[config.mk]
export PLATFORM = sky130hd
export DESIGN_NAME = triangle_wave_channel_flat
export DESIGN_NICKNAME = d
export VERILOG_FILES = /design/src/design/twc_pkg.sv /design/src/design/twc_if.sv /design/src/design/twc_ctrl.sv /design/src/design/twc_datapath.sv /design/src/design/triangle_wave_channel.sv /design/src/flat_wrapper.sv
export SDC_FILE = /design/constraint.sdc
export NUM_CORES = 1
export LEC_CHECK = 0
export BUFFER_PORTS_ARGS = -buffer_cell sky130_fd_sc_hd__buf_2
export CAP_MARGIN = 20
export CELL_PAD_IN_SITES_DETAIL_PLACEMENT = 0
export CELL_PAD_IN_SITES_GLOBAL_PLACEMENT = 1
export CORE_MARGIN = 5
export CORE_UTILIZATION = 43
export CTS_CLUSTER_DIAMETER = 40
export DETAILED_ROUTE_END_ITERATION = 10
export GPL_ROUTABILITY_DRIVEN = 0
export GPL_TIMING_DRIVEN = 0
export PLACE_DENSITY_LB_ADDON = 0.08
export SLEW_MARGIN = 20
export SYNTH_ARGS = -nofsm -noshare
export SYNTH_HDL_FRONTEND = slang
export SYNTH_HIERARCHICAL = 1
export SYNTH_SLANG_ARGS = --single-unit
[constraint.sdc]
create_clock -name clk -period 3.1 [get_ports clk]
set_input_delay 0.155 -clock clk [delete_from_list [all_inputs] [get_ports clk]]
set_output_delay 0.155 -clock clk [all_outputs]
set_load 0.01 [all_outputs]
[src/design/twc_pkg.sv]
`timescale 1ns / 1ps
`default_nettype none

package twc_pkg;

  // Event codes
  localparam logic [2:0] MODE_REG_WRITE = 3'd0;
  localparam logic [2:0] MODE_ENABLE    = 3'd1;
  localparam logic [2:0] MODE_TIMER     = 3'd2;
  localparam logic [2:0] MODE_QUARTER   = 3'd3;
  localparam logic [2:0] MODE_HALF      = 3'd4;

  // Register offsets
  localparam logic [1:0] REG_CONTROL  = 2'd0;
  localparam logic [1:0] REG_UNUSED   = 2'd1;
  localparam logic [1:0] REG_TIMER_LO = 2'd2;
  localparam logic [1:0] REG_TIMER_HI = 2'd3;

  // Timer advance saturation
  localparam logic [4:0] MAX_TICKS = 5'd16;

  // Restoring divider: one quotient bit per cycle over the 12-bit sum
  localparam int DIVIDEND_W = 12;
  localparam int DIV_CNT_W  = 4;
  localparam logic [DIV_CNT_W-1:0] DIV_LAST = DIV_CNT_W'(DIVIDEND_W - 1);

  // Length load values, indexed by the upper five bits of the written byte
  localparam logic [7:0] LENGTH_TABLE [32] = '{
    8'h0A, 8'hFE, 8'h14, 8'h02, 8'h28, 8'h04, 8'h50, 8'h06,
    8'hA0, 8'h08, 8'h3C, 8'h0A, 8'h0E, 8'h0C, 8'h1A, 8'h0E,
    8'h0C, 8'h10, 8'h18, 8'h12, 8'h30, 8'h14, 8'h60, 8'h16,
    8'hC0, 8'h18, 8'h48, 8'h1A, 8'h10, 8'h1C, 8'h20, 8'h1E
  };

  // Controller to datapath
  typedef struct packed {
    logic accept;    // apply the event on the channel now
    logic div_step;  // run one divider iteration
    logic out_load;  // capture the result into the output register
  } ctrl_cmd_t;

  // Datapath to controller
  typedef struct packed {
    logic div_needed;  // event is a timer advance with a nonzero period
    logic div_last;    // divider is on its final iteration
  } dp_status_t;

endpackage

`default_nettype wire

[src/design/twc_if.sv]
`timescale 1ns / 1ps
`default_nettype none

interface twc_evt_if;
  logic       valid;
  logic       ready;
  logic [2:0] mode;
  logic [1:0] reg_index;
  logic [7:0] reg_value;
  logic       enable_flag;
  logic [4:0] tick_count;

  modport source (output valid, mode, reg_index, reg_value, enable_flag, tick_count,
                  input ready);
  modport sink   (input valid, mode, reg_index, reg_value, enable_flag, tick_count,
                  output ready);
endinterface

interface twc_res_if;
  logic       valid;
  logic       ready;
  logic [4:0] sequence_step;
  logic       sample_active;
  logic       length_active;

  modport source (output valid, sequence_step, sample_active, length_active,
                  input ready);
  modport sink   (input valid, sequence_step, sample_active, length_active,
                  output ready);
endinterface

`default_nettype wire

[src/design/twc_ctrl.sv]
`timescale 1ns / 1ps
`default_nettype none

module twc_ctrl (
  input  wire logic                  clk,
  input  wire logic                  rst,
  input  wire logic                  in_valid,
  output logic                       in_ready,
  output logic                       out_valid,
  input  wire logic                  out_ready,
  input  wire twc_pkg::dp_status_t   status,
  output twc_pkg::ctrl_cmd_t         cmd
);

  localparam logic [1:0] ST_IDLE = 2'd0;
  localparam logic [1:0] ST_DIV  = 2'd1;
  localparam logic [1:0] ST_RESP = 2'd2;

  logic [1:0] state;
  logic [1:0] state_next;
  logic       out_valid_next;
  logic       accept;
  logic       out_free;

  assign in_ready = (state == ST_IDLE);
  assign accept   = in_valid && in_ready;
  assign out_free = !out_valid || out_ready;

  // Issue commands
  always_comb begin
    cmd.accept   = accept;
    cmd.div_step = (state == ST_DIV);
    cmd.out_load = (state == ST_RESP) && out_free;
  end

  // Sequence one item: apply, divide if needed, then post the result
  always_comb begin
    state_next = state;
    case (state)
      ST_IDLE: begin
        if (accept) begin
          state_next = status.div_needed ? ST_DIV : ST_RESP;
        end
      end
      ST_DIV: begin
        if (status.div_last) begin
          state_next = ST_RESP;
        end
      end
      ST_RESP: begin
        if (out_free) begin
          state_next = ST_IDLE;
        end
      end
      default: state_next = ST_IDLE;
    endcase
  end

  // Track the output register occupancy
  always_comb begin
    out_valid_next = out_valid;
    if (out_valid && out_ready) begin
      out_valid_next = 1'b0;
    end
    if (cmd.out_load) begin
      out_valid_next = 1'b1;
    end
  end

  always_ff @(posedge clk) begin
    if (rst) begin
      state     <= ST_IDLE;
      out_valid <= 1'b0;
    end else begin
      state     <= state_next;
      out_valid <= out_valid_next;
    end
  end

endmodule

`default_nettype wire

[src/design/twc_datapath.sv]
`timescale 1ns / 1ps
`default_nettype none

module twc_datapath (
  input  wire logic                clk,
  input  wire logic                rst,
  input  wire twc_pkg::ctrl_cmd_t  cmd,
  input  wire logic [2:0]          mode,
  input  wire logic [1:0]          reg_index,
  input  wire logic [7:0]          reg_value,
  input  wire logic                enable_flag,
  input  wire logic [4:0]          tick_count,
  output twc_pkg::dp_status_t      status,
  output logic [4:0]               sequence_step,
  output logic                     sample_active,
  output logic                     length_active
);

  // Channel state
  logic [10:0] timer_count;
  logic [10:0] timer_period;
  logic [4:0]  step_position;
  logic [7:0]  length_count;
  logic [6:0]  linear_count;
  logic [6:0]  linear_reload_value;
  logic        control_bit;
  logic        reload_pending;
  logic        channel_on;
  logic        length_clock_enable;

  // Divider registers
  logic [twc_pkg::DIVIDEND_W-1:0] div_dividend;
  logic [10:0]                    div_rem;
  logic [3:0]                     div_quot;
  logic [twc_pkg::DIV_CNT_W-1:0]  div_cnt;

  logic [4:0]                     ticks_sat;
  logic [twc_pkg::DIVIDEND_W-1:0] total;
  logic [twc_pkg::DIVIDEND_W-1:0] shifted;
  logic [twc_pkg::DIVIDEND_W-1:0] period_ext;
  logic [twc_pkg::DIVIDEND_W-1:0] rem_new;
  logic                           quot_bit;
  logic                           seq_gate;

  // Saturate the tick count and form the dividend
  assign ticks_sat  = (tick_count > twc_pkg::MAX_TICKS) ? twc_pkg::MAX_TICKS : tick_count;
  assign total      = {1'b0, timer_count} + {7'b0, ticks_sat};

  // One restoring-division step
  assign shifted    = {div_rem, div_dividend[twc_pkg::DIVIDEND_W-1]};
  assign period_ext = {1'b0, timer_period};
  assign quot_bit   = (shifted >= period_ext);
  assign rem_new    = quot_bit ? (shifted - period_ext) : shifted;

  assign seq_gate   = channel_on && (length_count != 8'd0) && (linear_count != 7'd0);

  always_comb begin
    status.div_needed = (mode == twc_pkg::MODE_TIMER) && (timer_period != 11'd0);
    status.div_last   = (div_cnt == twc_pkg::DIV_LAST);
  end

  // Apply events and commit the timer advance
  always_ff @(posedge clk) begin
    if (rst) begin
      timer_count         <= 11'd0;
      timer_period        <= 11'd0;
      step_position       <= 5'd0;
      length_count        <= 8'd0;
      linear_count        <= 7'd0;
      linear_reload_value <= 7'd0;
      control_bit         <= 1'b0;
      reload_pending      <= 1'b1;
      channel_on          <= 1'b0;
      length_clock_enable <= 1'b0;
    end else if (cmd.accept) begin
      case (mode)
        twc_pkg::MODE_REG_WRITE: begin
          case (reg_index)
            twc_pkg::REG_CONTROL: begin
              control_bit         <= reg_value[7];
              linear_reload_value <= reg_value[6:0];
              length_clock_enable <= !reg_value[7];
            end
            twc_pkg::REG_TIMER_LO: begin
              timer_period[7:0] <= reg_value;
            end
            twc_pkg::REG_TIMER_HI: begin
              timer_period[10:8] <= reg_value[2:0];
              length_count       <= twc_pkg::LENGTH_TABLE[reg_value[7:3]];
              reload_pending     <= 1'b1;
            end
            default: begin
            end
          endcase
        end
        twc_pkg::MODE_ENABLE: begin
          channel_on <= enable_flag;
          if (!enable_flag) begin
            length_count <= 8'd0;
          end
        end
        twc_pkg::MODE_QUARTER: begin
          if (reload_pending) begin
            linear_count <= linear_reload_value;
          end else if (linear_count != 7'd0) begin
            linear_count <= linear_count - 7'd1;
          end
          if (!control_bit) begin
            reload_pending <= 1'b0;
          end
        end
        twc_pkg::MODE_HALF: begin
          if (length_clock_enable && (length_count != 8'd0)) begin
            length_count <= length_count - 8'd1;
          end
        end
        default: begin
        end
      endcase
    end else if (cmd.div_step && status.div_last) begin
      timer_count <= rem_new[10:0];
      if (seq_gate) begin
        step_position <= step_position + {div_quot, quot_bit};
      end
    end
  end

  // Load and iterate the divider
  always_ff @(posedge clk) begin
    if (cmd.accept) begin
      div_dividend <= total;
      div_rem      <= 11'd0;
      div_quot     <= 4'd0;
      div_cnt      <= '0;
    end else if (cmd.div_step) begin
      div_dividend <= {div_dividend[twc_pkg::DIVIDEND_W-2:0], 1'b0};
      div_rem      <= rem_new[10:0];
      div_quot     <= {div_quot[2:0], quot_bit};
      div_cnt      <= div_cnt + twc_pkg::DIV_CNT_W'(1);
    end
  end

  // Capture the result
  always_ff @(posedge clk) begin
    if (cmd.out_load) begin
      sequence_step <= step_position;
      sample_active <= channel_on && (timer_period > 11'd7) &&
                       (linear_count != 7'd0) && (length_count != 8'd0);
      length_active <= channel_on && (length_count != 8'd0);
    end
  end

endmodule

`default_nettype wire

[src/design/triangle_wave_channel.sv]
// Triangle channel: one result item per event item.
// Register, enable and frame events go straight to the result state after accept;
//   a timer advance with a nonzero period first runs the 12-step restoring divider.
// One item at a time: a new item is taken only after the last result is loaded; a
//   waiting result does not block acceptance of the next item.
// Reset (rst, synchronous): channel state clears, linear reload flag set.
`timescale 1ns / 1ps
`default_nettype none

module triangle_wave_channel (
  input  wire logic  clk,
  input  wire logic  rst,
  twc_evt_if.sink    evt,
  twc_res_if.source  res
);

  twc_pkg::ctrl_cmd_t  cmd;
  twc_pkg::dp_status_t status;

  twc_ctrl u_ctrl (
    .clk       (clk),
    .rst       (rst),
    .in_valid  (evt.valid),
    .in_ready  (evt.ready),
    .out_valid (res.valid),
    .out_ready (res.ready),
    .status    (status),
    .cmd       (cmd)
  );

  twc_datapath u_datapath (
    .clk           (clk),
    .rst           (rst),
    .cmd           (cmd),
    .mode          (evt.mode),
    .reg_index     (evt.reg_index),
    .reg_value     (evt.reg_value),
    .enable_flag   (evt.enable_flag),
    .tick_count    (evt.tick_count),
    .status        (status),
    .sequence_step (res.sequence_step),
    .sample_active (res.sample_active),
    .length_active (res.length_active)
  );

  // Never take an item while the divider runs
  a_no_accept_in_div: assert property (@(posedge clk) disable iff (rst)
    !(cmd.div_step && evt.ready))
    else $error("item accepted during division");

  // Load a result only into a free output register
  a_load_when_free: assert property (@(posedge clk) disable iff (rst)
    cmd.out_load |-> (!res.valid || res.ready))
    else $error("result overwrote a pending item");

  // One item in flight at a time
  a_one_in_flight: assert property (@(posedge clk) disable iff (rst)
    (evt.valid && evt.ready) |=> !evt.ready)
    else $error("second item accepted before result posted");

  // Every accepted item moves on to division or to the result state
  a_accept_to_work: assert property (@(posedge clk) disable iff (rst)
    (evt.valid && evt.ready) |=> (cmd.div_step || !evt.ready))
    else $error("accepted item not processed");

endmodule

`default_nettype wire

[src/flat_wrapper.sv]
// flat-port wrapper written by rule: the top's interface ports become plain ports
module triangle_wave_channel_flat 
  (clk, rst, evt_valid, evt_mode, evt_reg_index, evt_reg_value, evt_enable_flag, evt_tick_count, evt_ready, res_valid, res_sequence_step, res_sample_active, res_length_active, res_ready);
  twc_evt_if evt_i ();
  twc_res_if res_i ();
  input  wire logic clk;
  input  wire logic rst;
  input wire logic [$bits(evt_i.valid)-1:0] evt_valid;
  input wire logic [$bits(evt_i.mode)-1:0] evt_mode;
  input wire logic [$bits(evt_i.reg_index)-1:0] evt_reg_index;
  input wire logic [$bits(evt_i.reg_value)-1:0] evt_reg_value;
  input wire logic [$bits(evt_i.enable_flag)-1:0] evt_enable_flag;
  input wire logic [$bits(evt_i.tick_count)-1:0] evt_tick_count;
  output wire logic [$bits(evt_i.ready)-1:0] evt_ready;
  output wire logic [$bits(res_i.valid)-1:0] res_valid;
  output wire logic [$bits(res_i.sequence_step)-1:0] res_sequence_step;
  output wire logic [$bits(res_i.sample_active)-1:0] res_sample_active;
  output wire logic [$bits(res_i.length_active)-1:0] res_length_active;
  input wire logic [$bits(res_i.ready)-1:0] res_ready;
  assign evt_i.valid = evt_valid;
  assign evt_i.mode = evt_mode;
  assign evt_i.reg_index = evt_reg_index;
  assign evt_i.reg_value = evt_reg_value;
  assign evt_i.enable_flag = evt_enable_flag;
  assign evt_i.tick_count = evt_tick_count;
  assign evt_ready = evt_i.ready;
  assign res_valid = res_i.valid;
  assign res_sequence_step = res_i.sequence_step;
  assign res_sample_active = res_i.sample_active;
  assign res_length_active = res_i.length_active;
  assign res_i.ready = res_ready;
  triangle_wave_channel u_core (.clk(clk), .rst(rst), .evt(evt_i), .res(res_i));
endmodule
* After elaboration in Yosys (flattened, before gate mapping) *
Memory sizes are Yosys's and may differ from the RTL's.
Cells that the tools add are included.

storage, ports and cells
  bits in read-only memories = 256
  memories = 1
  output and inout port bits = 9
  input port bits = 23
  register bits after elaboration = 94

cells by class
  order comparisons = 4
  reductions and logical operators = 35
  equality and inequality tests = 16
  muxes and demuxes = 22
  bitwise operators = 2
  add/subtract/negate cells = 6

memory list
  memory            depth  bits a word  rd ports  clocked after Yosys merged registers in  wr ports  line                source
  (name not given)  32     8            1         0                                        0         twc_datapath.sv:89  length_count <= twc_pkg::LENGTH_TABLE[reg_value[7:3]];

operator list
  kind                                                 number
  2-to-1 mux 8 bit                                     5
  2-to-1 mux 12 bit                                    2
  one-hot mux 8 bit (3 select lines)                   1
  AND reduction 3 bit                                  6
  2-to-1 mux 7 bit                                     2
  adder 11 x 5 -> 12 bit                               1
  >= comparator 12 x 11 -> 1 bit                       1
  > comparator 11 x 3 -> 1 bit, second input constant  1
  logical AND 1 bit                                    11
  2-to-1 mux 11 bit                                    1
  nonzero test 11 bit                                  1
  subtractor 11 bit                                    1
  != test 2 bit, second input constant                 5
  2-to-1 mux 2 bit                                     4
  nonzero test 2 bit                                   4
  nonzero test 8 bit                                   1
  subtractor 8 x 1 -> 8 bit, second input constant     1
  nonzero test 7 bit                                   1
  subtractor 7 x 1 -> 7 bit, second input constant     1
  equality test 2 bit, second input constant           3
  equality test 3 x 2 -> 1 bit, second input constant  2
  >= comparator 6 bit, second input constant           1
  inverter 5 -> 6 bit                                  1
  one-hot mux 2 bit (3 select lines)                   1
  20 further kinds                                     27

* Depth between registers and ports, before layout *
  word-level depth = 6
  gate-level depth with buffers = 18

* Modules after synthesis *
The synthesis kept the hierarchy.

modules (own cells, without submodules)
  module        sequential area each (µm²)  cells each  area each (µm²)  times used
  twc_datapath  2011.9                      621         5383.9           1
  twc_ctrl      60.1                        20          186.4            1

* Least setup slack after synthesis *
Ideal clock, no wire load.

  kind = reg-to-reg
  start = reg u_core/u_datapath/div_dividend[11] (netlist bit)
  end = reg u_core.u_datapath.step_position[4]
  path slack = 0.054 ns
  stages on the path, launching flop included = 19
  data required time = 2.972 ns
  period minus slack after synthesis = 3.046 ns
  arrival time = 2.919 ns
  cell sequence = edfxtp_1 inv_1 ha_1 fa_1 nand2b_1 a21oi_2 o21ai_1 a21o_1 buf_6 inv_6 ha_1 inv_1 fa_1 nor2b_1 o21a_1 nor3_1 nand3b_1 xor2_1 nor2_1

between the ends
  longest elaborated chain between the ends = 2

RTL lines
  element                               line                 source
  start: declaration                    twc_datapath.sv:32   logic [twc_pkg::DIVIDEND_W-1:0] div_dividend;
  start signal: assignment              twc_datapath.sv:131  div_dividend <= total;
  start signal: assignment              twc_datapath.sv:136  div_dividend <= {div_dividend[twc_pkg::DIVIDEND_W-2:0], 1'b0};
  >= comparator 12 x 11 -> 1 bit        twc_datapath.sv:52   assign quot_bit = (shifted >= period_ext);
  named net u_core.u_datapath.quot_bit  twc_datapath.sv:42   logic quot_bit;
  adder 5 bit                           twc_datapath.sv:123  step_position <= step_position + {div_quot, quot_bit};
  end signal: assignment                twc_datapath.sv:123
  end: declaration                      twc_datapath.sv:22   logic [4:0] step_position;

The timed path passes the listed nets, and every way through them passes these cells.
A chain may end at the register's enable or synchronous reset.

* Final worst setup path *
Same ends and word-level chain as after synthesis.

==> flow_metrics.env <==
export IMPL_power_internal_mw=2.02
export IMPL_netSwitchingPower_mw=0.685
export IMPL_first_pass_iters=4
export IMPL_cts_buffer_depth=2
export IMPL_io_buffers=29
export IMPL_dpl_cell_area_mm2=0.00593
export IMPL_fin_crit_ns=3.06
export IMPL_final_antenna_net_count=0
export IMPL_finalWorstSetupSlack_ns=0.0419
export IMPL_num_vias=4794
export IMPL_insertion_delay_ns=0.35
export IMPL_wirelength_mm=14.2
export IMPL_hpwl_mm=10.5
export IMPL_fin_skew_ns=0.00812
export IMPL_dieWidth_um=124
export IMPL_crit_slowest_cell="fa_2"
export IMPL_ys_ff_latch=94
export IMPL_drc_errors=0
export IMPL_syn_avg_cell_area_um2=8.69
export IMPL_slew_violations=0
export IMPL_rows=41
export IMPL_antenna_found_initial=0
export IMPL_max_freq_mhz=327
export IMPL_syn_cell_area_mm2=0.00557
export IMPL_min_path_type="input port to flip-flop"
export IMPL_cts_tree="built"
export IMPL_final_net_count=747
export IMPL_path_clk_slew_ns=0.06
export IMPL_yosysWarningCount=6
export IMPL_nFillCells=1243
export IMPL_core_mm2=0.0127
export IMPL_p_seq_share_pct=47.7
export IMPL_grt_max_degree=16
export IMPL_drv_cap=0
export IMPL_routedWlPerCell_um=16.4
export IMPL_finalCritPeriodShare_pct=98.6
export IMPL_peakVddDrop_uv=217
export IMPL_final_cell_mix="nor2_1 (84), dfxtp_1 (75), nand2_1 (41)"
export IMPL_synth_cells=641
export IMPL_critPathCaptureType="flip-flop"
export IMPL_arrival_ns=3.28
export IMPL_grt_pass1_vias=4407
export IMPL_power_density_mw_per_mm2=426
export IMPL_drive_gt1_share_pct=13.4
export IMPL_fin_setup_tns_ns=0
export IMPL_p_leak_nw=2.38
export IMPL_hold_viol=0
export IMPL_io_pins=32
export IMPL_worst_pin_slew_ns=0.705
export IMPL_detail_route_vias_per_cell=5.53
export IMPL_cts_sinks=94
export IMPL_synth_seq_area_share_pct=37.2
export IMPL_p_comb_share_pct=11.2
export IMPL_cts_buffers=9
export IMPL_grt_total_usage_pct=19.1
export IMPL_finalSetupViolations=0
export IMPL_dieArea_mm2=0.0153
export IMPL_switching_share_pct=25.3
export IMPL_grt_first_pass_wirelength_mm=22.7
export IMPL_final_common_cell="nor2_1"
export IMPL_final_area_mm2=0.00635
export IMPL_synth_distinct_cells=71
export IMPL_die_h_um=124
export IMPL_htree_levels=3
export IMPL_clkPwrFrac_pct=41.1
export IMPL_cp_required_ns=3.32
export IMPL_worst_setup_path_type="flip-flop to flip-flop"
export IMPL_post_place_ws_ns=-0.359
export IMPL_rsz0062_at_grt="yes"
export IMPL_slew_headroom_pct=52.6
export IMPL_initial_core_util_pct=44.0
export IMPL_drt_iter0_drc=265
export IMPL_worstPathMaxFanout=6
export IMPL_synth_flop_cell="dfxtp_1"
export IMPL_antenna_cells=0
export IMPL_cp_slowest_stage_delay_ns=0.37
export IMPL_synth_edf_count=19
export IMPL_grt_ovfl_total=0
export IMPL_root_buffer="clkbuf_16"
export IMPL_status="complete, no violations"
export IMPL_worstPathCellList="inv_2, ha_4, fa_2, nand2b_4, a21oi_4, o21ai_2, a21o_1, buf_6, inv_8, ha_4, inv_2, fa_2, nor2b_1, o21a_1, nor3_1, nand3b_1, xor2_1, nor2_1"
export IMPL_p_total_mw=2.70
export IMPL_area_growth_pct=14.0
export IMPL_syn_nets=698
export IMPL_synth_async_sr_flop_share_pct=0
export IMPL_critPathLaunchType="flip-flop"
export IMPL_cts_hold_buf=0
## synth_stat cells (all sizes together), types with 3 or more instances
cell	n	area, µm²
a211oi	22	175
a21o	10	75.1
a21oi	37	189
a22oi	7	52.6
a311oi	4	35.0
a31oi	8	50.1
and2	4	25.0
and4	5	43.8
buf	10	65.1
clkbuf	25	95.1
dfxtp	75	1500
edfxtp	19	571
fa	3	60.1
ha	31	388
inv	37	144
mux2	4	48.8
mux2i	28	280
nand2	42	160
nand2b	13	83.8
nand3	18	90.1
nand3b	6	45.0
nand4	8	50.1
nand4b	5	43.8
nor2	84	315
nor2b	14	87.6
nor3	8	40.0
nor3b	5	37.5
nor4	14	109
o21a	4	30.0
o21ai	28	144
o221ai	3	26.3
o22ai	4	25.0
or2	4	25.0
or3	5	31.3
xnor2	10	87.6
xor2	8	70.1
## registers in the layout, indices dropped and copies added, names as in the netlist
register / count
u_core/u_datapath/div_dividend: 12
u_core/u_datapath/div_rem: 11
u_core/u_datapath/timer_count: 11
u_core/u_datapath/timer_period: 11
u_core/u_datapath/length_count: 8
u_core/u_datapath/linear_count: 7
u_core/u_datapath/linear_reload_value: 7
u_core/u_datapath/sequence_step: 5
u_core/u_datapath/step_position: 5
u_core/u_datapath/div_cnt: 4
u_core/u_datapath/div_quot: 4
u_core/u_ctrl/state: 2
u_core/u_ctrl/out_valid: 1
u_core/u_datapath/channel_on: 1
u_core/u_datapath/control_bit: 1
u_core/u_datapath/length_active: 1
u_core/u_datapath/length_clock_enable: 1
u_core/u_datapath/reload_pending: 1
u_core/u_datapath/sample_active: 1
## final cells by class
| type | count | area [µm²] | share of cell area [%] |
|---|---|---|---|
| sequential | 94 | 2070 | 32.6 |
| buffer | 35 | 160 | 2.52 |
| timing repair buffer | 38 | 213 | 3.35 |
| clock inverter | 6 | 61.3 | 0.966 |
| inverter | 37 | 146 | 2.31 |
| tap | 172 | 215 | 3.39 |
| multi-input combinational | 475 | 3250 | 51.2 |
| clock buffer | 10 | 229 | 3.61 |
## cell families (layout without fill, tap and decap cells)
family                     count (synthesis)  count (layout)  synth area share (%)
buffers and inverters                     72             126                  5.46
DFF                                       94              94                  37.2
adders and majority gates                 34              34                  8.04
and+or+nand+nor                          245             245                  23.0
muxes                                     33              33                  6.31
xor gates and xnor gates                  18              18                  2.83
AOI/OAI and AO/OA                        145             145                  17.2
## what timing repair did
action,CTS,global route
endpoints found under the hold margin,0,0
setup endpoints to repair,2,1
resized for setup,6,8
setup buffers,2,7
pin swaps,1,7
## per-stage QoR
stage,cells,hold slack [ns],utilization [%]
floorplan,641,0.224,-
global placement,842,0.372,46.8
detailed placement,842,0.372,46.8
CTS,860,0.00645,49.4
global route,867,0.0308,50.1
finish,867,0.0182,50.1
## worst max-delay path: cells and delay by family (launching register included)
kind,cells,cell delay [ns]
adder cells (fa/ha/maj),4,1.01
AND/OR/NAND/NOR,5,0.56
AO/OA/AOI/OAI,4,0.56
flip-flops,1,0.36
buffers and inverters,4,0.29
XOR/XNOR,1,0.16
## power by group through the flow
stage	logic (mW)	registers, mW	clock network (mW)
floorplan	0.193	1.31	0
global placement	0.284	1.31	0
detailed placement	0.286	1.32	0
CTS	0.293	1.29	1.13
global route	0.334	1.29	1.18
finish	0.304	1.29	1.11
## worst paths after layout
check	from	end	slack [ns]	depth (start not counted)
min reg2reg	u_core/u_datapath/step_position[4]	u_core/u_datapath/sequence_step[4]	0.47	0
max	u_core/u_datapath/div_dividend[11]	u_core/u_datapath/step_position[4]	0.04	18
max reg2reg	u_core/u_datapath/div_dividend[11]	u_core/u_datapath/step_position[4]	0.04	18
min	rst	u_core/u_ctrl/state[1]	0.02	2
## layer usage
| metal | part of all wire, % | global-route usage (%) | wire length, µm | up-vias |
|---|---|---|---|---|
| li1 | - | - | - | 2410 |
| met3 | 3.9 | 3.04 | 560 | 13 |
| met1 | 51 | 28.1 | 7300 | 2281 |
| met2 | 43 | 28.9 | 6150 | 90 |
| met4 | 1.2 | 5.61 | 177 | 0 |
| met5 | 0 | 0 | 0 | - |
No activity file was read; power rests on OpenSTA's default activity.
